### src/assert_macros.svh
// Assertion helpers shared by the RTL; they compile to nothing for synthesis.
`ifndef ASSERT_MACROS_SVH
`define ASSERT_MACROS_SVH
`ifndef SYNTHESIS
`define ASSERT_ALWAYS(label, clk, rst, prop) \
   label: assert property (@(posedge clk) disable iff (rst) (prop)) \
      else $error("assertion failed");
`define ASSERT_IMPLY(label, clk, rst, ante, cons) \
   label: assert property (@(posedge clk) disable iff (rst) (ante) |-> (cons)) \
      else $error("assertion failed");
`define ASSERT_NEXT(label, clk, rst, ante, cons) \
   label: assert property (@(posedge clk) disable iff (rst) (ante) |=> (cons)) \
      else $error("assertion failed");
`else
`define ASSERT_ALWAYS(label, clk, rst, prop)
`define ASSERT_IMPLY(label, clk, rst, ante, cons)
`define ASSERT_NEXT(label, clk, rst, ante, cons)
`endif
`endif

### src/bda_pkg.sv
package bda_pkg;

   localparam int NUM_BUTTONS = 3;
   localparam int MAX_RESULTS = 3;
   localparam int ADDR_W      = 5;

   localparam logic [1:0] EV_PRESSED  = 2'd0;
   localparam logic [1:0] EV_RELEASED = 2'd1;
   localparam logic [1:0] EV_LONG     = 2'd2;

   localparam logic [2:0] REG_DEBOUNCE    = 3'd0;
   localparam logic [2:0] REG_LONG_DELAY  = 3'd1;
   localparam logic [2:0] REG_SHORT_DELAY = 3'd2;
   localparam logic [2:0] REG_FIXED_RATE  = 3'd3;
   localparam logic [2:0] REG_INVERT      = 3'd4;

   localparam int LONG_DELAY_DEFAULT = 1000;

   localparam logic [15:0] DEBOUNCE_RESET    = 16'd50;
   localparam logic [15:0] LONG_DELAY_RESET  = 16'(LONG_DELAY_DEFAULT);
   localparam logic [15:0] SHORT_DELAY_RESET = 16'(LONG_DELAY_DEFAULT / 8);
   localparam logic [15:0] PERIOD_RESET      = 16'(LONG_DELAY_DEFAULT);
   localparam int          FIXED_RATE_RESET  = 1;
   localparam int          INVERT_RESET      = 7;

   typedef struct packed {
      logic [15:0] debounce_ticks;
      logic [15:0] long_delay;
      logic [15:0] short_delay;
   } timing_cfg_type;

   typedef struct packed {
      logic       valid;
      logic [1:0] kind;
   } lane_ev_type;

endpackage

### src/bda_lane.sv
module bda_lane
   import bda_pkg::*;
(
   input  logic           clock,
   input  logic           reset,
   input  logic           enable,
   input  logic           raw,
   input  logic           invert,
   input  logic           fixed_rate,
   input  timing_cfg_type cfg,
   output lane_ev_type    lane_ev
);

   logic        prev_ff, prev_in;
   logic [15:0] since_ff, since_in;
   logic        run_ff, run_in;
   logic [15:0] elapsed_ff, elapsed_in;
   logic [15:0] period_ff, period_in;
   logic        long_ff, long_in;

   logic [15:0] since_inc;
   logic [15:0] elapsed_inc;
   logic        accepted;

   always_comb begin
      since_inc   = (since_ff == 16'hFFFF) ? since_ff : since_ff + 16'd1;
      elapsed_inc = (elapsed_ff == 16'hFFFF) ? elapsed_ff : elapsed_ff + 16'd1;
      accepted    = (raw != prev_ff) && (since_inc >= cfg.debounce_ticks);

      prev_in       = raw;
      since_in      = since_inc;
      run_in        = run_ff;
      elapsed_in    = elapsed_ff;
      period_in     = period_ff;
      long_in       = long_ff;
      lane_ev.valid = 1'b0;
      lane_ev.kind  = EV_PRESSED;

      if (accepted) begin
         since_in = 16'd0;
         if (raw ^ invert) begin
            long_in       = 1'b0;
            lane_ev.valid = 1'b1;
            lane_ev.kind  = EV_PRESSED;
            period_in     = cfg.long_delay;
            elapsed_in    = 16'd0;
            run_in        = 1'b1;
         end else begin
            run_in        = 1'b0;
            lane_ev.valid = !long_ff;
            lane_ev.kind  = EV_RELEASED;
         end
      end else if (run_ff) begin
         elapsed_in = elapsed_inc;
         if (elapsed_inc >= period_ff) begin
            long_in       = 1'b1;
            lane_ev.valid = 1'b1;
            lane_ev.kind  = EV_LONG;
            if (period_ff > cfg.short_delay) begin
               period_in = fixed_rate ? (cfg.long_delay >> 1) : (period_ff >> 1);
            end
            elapsed_in = 16'd0;
         end
      end
   end

   always_ff @(posedge clock) begin
      if (reset) begin
         prev_ff    <= 1'b0;
         since_ff   <= 16'd0;
         run_ff     <= 1'b0;
         elapsed_ff <= 16'd0;
         period_ff  <= PERIOD_RESET;
         long_ff    <= 1'b0;
      end else if (enable) begin
         prev_ff    <= prev_in;
         since_ff   <= since_in;
         run_ff     <= run_in;
         elapsed_ff <= elapsed_in;
         period_ff  <= period_in;
         long_ff    <= long_in;
      end
   end

endmodule

### src/bda_merge.sv
module bda_merge
   import bda_pkg::*;
(
   input  logic        clock,
   input  logic        reset,
   input  logic        load,
   input  lane_ev_type lane_evs [NUM_BUTTONS],
   output logic        room,
   output logic        rsp_valid,
   input  logic        rsp_stall,
   output logic [1:0]  rsp_event_kind,
   output logic [1:0]  rsp_button_index,
   output logic        rsp_last_event
);

   logic [NUM_BUTTONS-1:0] pend_ff, pend_in;
   logic [1:0]             kind_ff [NUM_BUTTONS];
   logic                   valid_ff, valid_in;
   logic [1:0]             out_kind_ff, out_index_ff;
   logic                   out_last_ff;

   logic [NUM_BUTTONS-1:0] capped;
   logic [3:0]             taken;
   logic [NUM_BUTTONS-1:0] sel_oh;
   logic [NUM_BUTTONS-1:0] pend_rest;
   logic [1:0]             sel_kind;
   logic [1:0]             sel_index;
   logic                   out_free;
   logic                   unload;

   always_comb begin
      capped = '0;
      taken  = 4'd0;
      for (int i = 0; i < NUM_BUTTONS; i++) begin
         if (lane_evs[i].valid && (taken < 4'(MAX_RESULTS))) begin
            capped[i] = 1'b1;
            taken     = taken + 4'd1;
         end
      end
   end

   always_comb begin
      sel_oh    = '0;
      sel_kind  = EV_PRESSED;
      sel_index = 2'd0;
      for (int i = NUM_BUTTONS - 1; i >= 0; i--) begin
         if (pend_ff[i]) begin
            sel_oh    = NUM_BUTTONS'(1) << i;
            sel_kind  = kind_ff[i];
            sel_index = 2'(i);
         end
      end
      pend_rest = pend_ff & ~sel_oh;
      out_free  = !valid_ff || !rsp_stall;
      unload    = out_free && (pend_ff != '0);
      room      = unload ? (pend_rest == '0) : (pend_ff == '0);
      pend_in   = load ? capped : (unload ? pend_rest : pend_ff);
      valid_in  = out_free ? (pend_ff != '0) : valid_ff;
   end

   always_ff @(posedge clock) begin
      if (reset) begin
         pend_ff  <= '0;
         valid_ff <= 1'b0;
      end else begin
         pend_ff  <= pend_in;
         valid_ff <= valid_in;
      end
   end

   always_ff @(posedge clock) begin
      if (load) begin
         for (int i = 0; i < NUM_BUTTONS; i++) begin
            kind_ff[i] <= lane_evs[i].kind;
         end
      end
      if (unload) begin
         out_kind_ff  <= sel_kind;
         out_index_ff <= sel_index;
         out_last_ff  <= (pend_rest == '0);
      end
   end

   assign rsp_valid        = valid_ff;
   assign rsp_event_kind   = out_kind_ff;
   assign rsp_button_index = out_index_ff;
   assign rsp_last_event   = out_last_ff;

endmodule

### src/button_debounce_autorepeat.sv
// An accepted tick's events are held in the pending set, then moved into the output register.
// A tick yields at most three events; the single output register moves one event beat per
// cycle while rsp_stall does not hold it, and a new tick is taken as the last event of the
// previous one leaves the pending set, or while that set is empty.
// Reset: synchronous; registers return to their defaults and all button state clears.
`include "assert_macros.svh"

module button_debounce_autorepeat
   import bda_pkg::*;
(
   input  logic                   clock,
   input  logic                   reset,
   input  logic                   req_valid,
   output logic                   req_stall,
   input  logic [NUM_BUTTONS-1:0] req_pin_levels,
   output logic                   rsp_valid,
   input  logic                   rsp_stall,
   output logic [1:0]             rsp_event_kind,
   output logic [1:0]             rsp_button_index,
   output logic                   rsp_last_event,
   input  logic                   psel,
   input  logic                   penable,
   input  logic                   pwrite,
   input  logic [ADDR_W-1:0]      paddr,
   input  logic [31:0]            pwdata,
   output logic [31:0]            prdata,
   output logic                   pready
);

   logic [15:0]            debounce_ff;
   logic [15:0]            long_delay_ff;
   logic [15:0]            short_delay_ff;
   logic [NUM_BUTTONS-1:0] fixed_rate_ff;
   logic [NUM_BUTTONS-1:0] invert_ff;

   timing_cfg_type cfg;
   lane_ev_type    lane_evs [NUM_BUTTONS];
   logic           room;
   logic           accept;
   logic [2:0]     reg_index;
   logic           csr_write;
   logic           rsp_more;

   assign pready    = 1'b1;
   assign reg_index = paddr[4:2];
   assign csr_write = psel && penable && pwrite;

   always_ff @(posedge clock) begin
      if (reset) begin
         debounce_ff    <= DEBOUNCE_RESET;
         long_delay_ff  <= LONG_DELAY_RESET;
         short_delay_ff <= SHORT_DELAY_RESET;
         fixed_rate_ff  <= NUM_BUTTONS'(FIXED_RATE_RESET);
         invert_ff      <= NUM_BUTTONS'(INVERT_RESET);
      end else if (csr_write) begin
         unique case (reg_index)
            REG_DEBOUNCE:    debounce_ff    <= pwdata[15:0];
            REG_LONG_DELAY:  long_delay_ff  <= pwdata[15:0];
            REG_SHORT_DELAY: short_delay_ff <= pwdata[15:0];
            REG_FIXED_RATE:  fixed_rate_ff  <= pwdata[NUM_BUTTONS-1:0];
            REG_INVERT:      invert_ff      <= pwdata[NUM_BUTTONS-1:0];
            default:         ;
         endcase
      end
   end

   always_comb begin
      unique case (reg_index)
         REG_DEBOUNCE:    prdata = 32'(debounce_ff);
         REG_LONG_DELAY:  prdata = 32'(long_delay_ff);
         REG_SHORT_DELAY: prdata = 32'(short_delay_ff);
         REG_FIXED_RATE:  prdata = 32'(fixed_rate_ff);
         REG_INVERT:      prdata = 32'(invert_ff);
         default:         prdata = 32'd0;
      endcase
   end

   assign cfg.debounce_ticks = debounce_ff;
   assign cfg.long_delay     = long_delay_ff;
   assign cfg.short_delay    = short_delay_ff;

   assign req_stall = !room;
   assign accept    = req_valid && room;

   for (genvar g = 0; g < NUM_BUTTONS; g++) begin : g_lane
      bda_lane u_lane (
         .clock      (clock),
         .reset      (reset),
         .enable     (accept),
         .raw        (req_pin_levels[g]),
         .invert     (invert_ff[g]),
         .fixed_rate (fixed_rate_ff[g]),
         .cfg        (cfg),
         .lane_ev    (lane_evs[g])
      );
   end

   bda_merge u_merge (
      .clock            (clock),
      .reset            (reset),
      .load             (accept),
      .lane_evs         (lane_evs),
      .room             (room),
      .rsp_valid        (rsp_valid),
      .rsp_stall        (rsp_stall),
      .rsp_event_kind   (rsp_event_kind),
      .rsp_button_index (rsp_button_index),
      .rsp_last_event   (rsp_last_event)
   );

   assign rsp_more = rsp_valid && !rsp_stall && !rsp_last_event;

   // Events of one tick follow each other without a gap.
   `ASSERT_NEXT(a_tick_events_contiguous, clock, reset, rsp_valid && !rsp_last_event, rsp_valid)
   `ASSERT_IMPLY(a_kind_defined, clock, reset, rsp_valid, rsp_event_kind != EV_LONG + 2'd1)
   // Within one tick the events come out in rising button order.
   `ASSERT_NEXT(a_button_order, clock, reset, rsp_more, rsp_button_index > $past(rsp_button_index))

endmodule

### config.mk
export PLATFORM = sky130hd
export DESIGN_NAME = button_debounce_autorepeat
export DESIGN_NICKNAME = d
export VERILOG_FILES = /design/src/bda_pkg.sv /design/src/bda_lane.sv /design/src/bda_merge.sv /design/src/button_debounce_autorepeat.sv
export VERILOG_INCLUDE_DIRS = /design/src /design/src/src
export SDC_FILE = /design/constraint.sdc
export NUM_CORES = 1
export LEC_CHECK = 0
export ABC_CLOCK_PERIOD_IN_PS = 10300
export BUFFER_PORTS_ARGS = -buffer_cell sky130_fd_sc_hd__clkbuf_2
export CORE_AREA = 5 5 193 195
export DETAILED_ROUTE_END_ITERATION = 16
export DIE_AREA = 0 0 198 200
export HOLD_SLACK_MARGIN = 0.1
export SETUP_SLACK_MARGIN = 0.05
export SLEW_MARGIN = 5
export SYNTH_ARGS = -nofsm -noshare
export SYNTH_HDL_FRONTEND = slang
export SYNTH_SLANG_ARGS = --single-unit
### constraint.sdc
create_clock -name clock -period 10.3 [get_ports clock]
set_clock_uncertainty 0.05 [all_clocks]
set_input_delay 0.515 -clock clock [delete_from_list [all_inputs] [get_ports clock]]
set_output_delay 0.515 -clock clock [all_outputs]
set_load 0.05 [all_outputs]
==> PnR_summary.wiki <==
{| class="wikitable"
! Metric !! Value
|-
| Count of endpoints failing setup in the final report || 0
|-
| Wire length of the first global-routing pass || approximately 73000 µm
|-
| Proportion of register bits with asynchronous set or reset after synthesis || 0%
|-
| Cell count after synthesis || around 2000
|-
| Power dissipated by switching net loads || ~0.00048 W
|-
| Number of antenna violations at the first check in global routing || 0
|-
| Clock insertion delay at the later pin of the skew report || roughly 550 ps
|-
| Setup Crit Path Kind || flop to flop
|-
| Highest attainable clock frequency || roughly 180 MHz
|-
| Share of the cycle needed by the critical path after routing || a little over half
|-
| Detailed Place HPWL || 32800 µm
|-
| Buffers inserted during post-CTS setup optimization || 0
|-
| Run status || completed
|-
| Internal Power || roughly 0.0014 W
|-
| Count of routing violations after the opening detailed-route iteration || between 900 and 1000
|-
| DRC viols || 0
|-
| Library cell with the largest summed area after synthesis || sky130_fd_sc_hd__dfxtp_1
|-
| Number of hold violations in the final report || 0
|-
| Number of flip-flops and latches in the synthesized netlist || 222
|-
| Level count of the clock H-tree || 1
|-
| Clock tree from TritonCTS || built
|-
| Total track usage || a little under a quarter
|-
| Clock share of power || 48.4%
|-
| Startpoint type of the worst setup path || flop
|-
| Number of CTS-inserted buffers || 27
|-
| RSZ-0062 raised after global routing || false
|-
| DR vias/cell || 5.87
|-
| Unique cell type count in the Yosys netlist || 84
|-
| Drt wl/cell || between 15 and 20 µm
|-
| Top-count cell post-synth || sky130_fd_sc_hd__nand2_1
|-
| Minimum hold slack || ~180 ps
|-
| Die Wd || roughly 200 µm
|-
| Top cells by instance count after synthesis || sky130_fd_sc_hd__nand2_1, sky130_fd_sc_hd__dfxtp_1, sky130_fd_sc_hd__a21oi_1
|-
| Synth warn || 0
|-
| Worst-path clk slew || around 60 ps
|-
| Effective utilization at floorplan || approximately 44%
|-
| Port Buf Inserts || slightly above 50
|-
| Count of flip-flops with a built-in enable after synthesis || 11
|-
| Power density over the cells || about 110 nW/µm²
|-
| Most area-consuming cells after synthesis || sky130_fd_sc_hd__dfxtp_1, sky130_fd_sc_hd__ha_1, sky130_fd_sc_hd__a21oi_1
|-
| Critical path's largest stage delay || 600 ps
|-
| Minimum setup slack in the final design || roughly 4800 ps
|-
| Count of placed standard cells including taps || 2371
|-
| Net total in the final layout || approximately 2100
|-
| Root cell of the clock tree || sky130_fd_sc_hd__clkbuf_16
|-
| Final estimated routing congestion in global placement || just under 0.9
|-
| I/O pins || slightly below 90
|-
| Worst slack, placed || 4920 ps
|-
| Number of global-route vias before repair || roughly 13000
|-
| CP Capture Type || flop
|-
| Max FO, Critical Path || 31
|-
| Count of pins over their slew limit || 0
|-
| Crit-path cells || nand4_1 > or3_1 > nor3_1 > nand3_1 > mux2_2 > ha_1 > nand4_1 > or3_1 > or4_4 > a31oi_4 > buf_4 > nand3_4 > and2_1 > a31o_2
|-
| Fraction of layout cells with a size suffix above 1 || about 7.6%
|-
| Peak supply drop || between 0.1 and 0.15 mV
|-
| Accumulated negative setup slack || 0 ps
|-
| Post-cts repair resize count || 0
|-
| Static leakage power || about 7 nW
|-
| Die Span Y || 200 µm
|-
| Clock tree sinks || approximately 220
|-
| Sw Ratio || between 20% and 30%
|-
| Sequential Power Share || 45.7%
|-
| Most used DFF post-synth || sky130_fd_sc_hd__dfxtp_1
|-
| Pin count of the biggest net entering global routing || 103
|-
| Highest-delay cell along the critical path || sky130_fd_sc_hd__or4_4
|-
| Vias after detailed routing || roughly 14000
|-
| Required time worst endpoint || approximately 11000 ps
|-
| Post-synthesis instance area || 15600 µm²
|-
| Number of iterations in the first detailed-routing pass || 5
|-
| Row count || 69
|-
| Logic gate share of total power || under 10%
|-
| CP arrival || 5890 ps
|-
| Proportion of netlist area held by the largest area contributor || 27.1%
|-
| Die area || about 40000 µm²
|-
| Buffer depth of the longest clock path || 3
|-
| GRT Residual Overflow || 0
|-
| Post-Route Utilization || between 40% and 50%
|-
| Slew @ Worst Pin || approximately 1200 ps
|-
| Non-filler cells in the finished layout || between 2000 and 2500
|-
| Wire length reported by the detailed router || 46000 µm
|-
| Type of the tightest min-delay check || primary input to flop
|-
| Clock period minus worst slack || ~5500 ps
|-
| Share of synthesized area occupied by flip-flops and latches || between 20% and 30%
|-
| Synthesized area divided by synthesized cell count || 7.90 µm²
|-
| Total of max-cap violations || 0
|-
| Antenna Nets Post-Route || 0
|-
| Core box area || between 30000 and 40000 µm²
|-
| Cts hold-fix bufs || 0
|-
| Slew HR || a little over a fifth
|-
| Layout Area Growth over Synthesis || 7.62%
|}
per-layer routing:
layer | vias up | part of all wire, % | wire, µm | global-route usage, %
met2 | 327 | 47 | 21600 | 38.2
li1 | 7047 | - | - | -
met5 | - | 0 | 0 | 0
met3 | 71 | 4.9 | 2280 | 2.53
met4 | 0 | 2.4 | 1110 | 5.53
met1 | 6755 | 46 | 21100 | 31.8
critical path: cells and delay by family, from the launching register on:
| kind | cells | cell delay [ps] |
|---|---|---|
| multiplexers | 1 | 320 |
| flip-flops | 1 | 460 |
| AO/OA/AOI/OAI | 2 | 690 |
| adder cells (fa/ha/maj) | 1 | 320 |
| buffers and inverters | 1 | 380 |
| AND/OR/NAND/NOR | 9 | 3150 |
sequential cells by signal (all words and copies together) (netlist names):
name                      flops
u_merge.pend_ff               3
g_lane.u_lane.period_ff      48
u_merge.rsp_button_index      2
u_merge.rsp_event_kind        2
long_delay_ff                16
u_merge.rsp_valid             1
fixed_rate_ff                 3
g_lane.u_lane.run_ff          3
g_lane.u_lane.elapsed_ff     48
g_lane.u_lane.long_ff         3
u_merge.kind_ff               6
invert_ff                     3
g_lane.u_lane.since_ff       48
u_merge.rsp_last_event        1
debounce_ff                  16
g_lane.u_lane.prev_ff         3
short_delay_ff               16
cell usage in the layout, fill, tap and decap left out, types with 50 or more instances in the layout:
cell type,instances
sky130_fd_sc_hd__nand3_1,89
sky130_fd_sc_hd__clkbuf_2,50
sky130_fd_sc_hd__mux2i_1,59
sky130_fd_sc_hd__nand2_1,222
sky130_fd_sc_hd__o21ai_0,79
sky130_fd_sc_hd__inv_1,108
sky130_fd_sc_hd__a21oi_1,181
sky130_fd_sc_hd__nor2_1,152
sky130_fd_sc_hd__dfxtp_1,211
sky130_fd_sc_hd__ha_1,151
power by group through the flow:
| stage | clock network [W] | logic, W | registers, W |
|---|---|---|---|
| after global routing | 0.000993 | 0.000122 | 0.000877 |
| after floorplan | 0 | 0.0000870 | 0.000892 |
| after detailed placement | 0 | 0.000112 | 0.000896 |
| after CTS | 0.000950 | 0.000112 | 0.000877 |
| final | 0.000930 | 0.000113 | 0.000877 |
| after global placement | 0 | 0.000111 | 0.000896 |
final cells by class:
type                       instances  area [µm²]
antenna                            1        2.50
clock buffer                      42         782
clock inverter                     7        62.6
fill                            3508       18500
inverter                         109         409
multi-input combinational       1515       10000
sequential                       222        4550
tap                              461         577
timing repair buffer              64         359
kinds of logic (layout without fill, tap and decap cells):
logic type                 after synthesis  count (layout)  share of synthesized area (%)
other                                    2              18                         0.0482
xor gates and xnor gates                64              64                           3.60
buffers and inverters                  250             222                           6.95
AOI/OAI and AO/OA                      513             513                           21.6
and+or+nand+nor                        698             698                           21.7
DFF                                    222             222                           29.2
adders and majority gates              151             151                           12.1
muxes                                   72              72                           4.73
metrics by stage:
step                      power [W]  area, µm²
after floorplan            0.000979      15600
after global placement      0.00101      15900
after detailed placement    0.00101      15900
after CTS                   0.00194      16800
after global routing        0.00199      16800
final                       0.00192      16800
worst paths after layout:
check | start | to | slack [ps] | cells after the start
max reg2reg | g_lane[1].u_lane.since_ff[4]$_SDFFE_PP0P_ | g_lane[1].u_lane.period_ff[15]$_SDFFE_PP0P_ | 4800 | 14
min | pwdata[8] | short_delay_ff[8]$_SDFFE_PP0P_ | 180 | 3
max | g_lane[1].u_lane.since_ff[4]$_SDFFE_PP0P_ | g_lane[1].u_lane.period_ff[15]$_SDFFE_PP0P_ | 4800 | 14
min reg2reg | g_lane[1].u_lane.since_ff[8]$_SDFFE_PP0P_ | g_lane[1].u_lane.since_ff[8]$_SDFFE_PP0P_ | 410 | 2
Power figures use the tool's default switching activity.
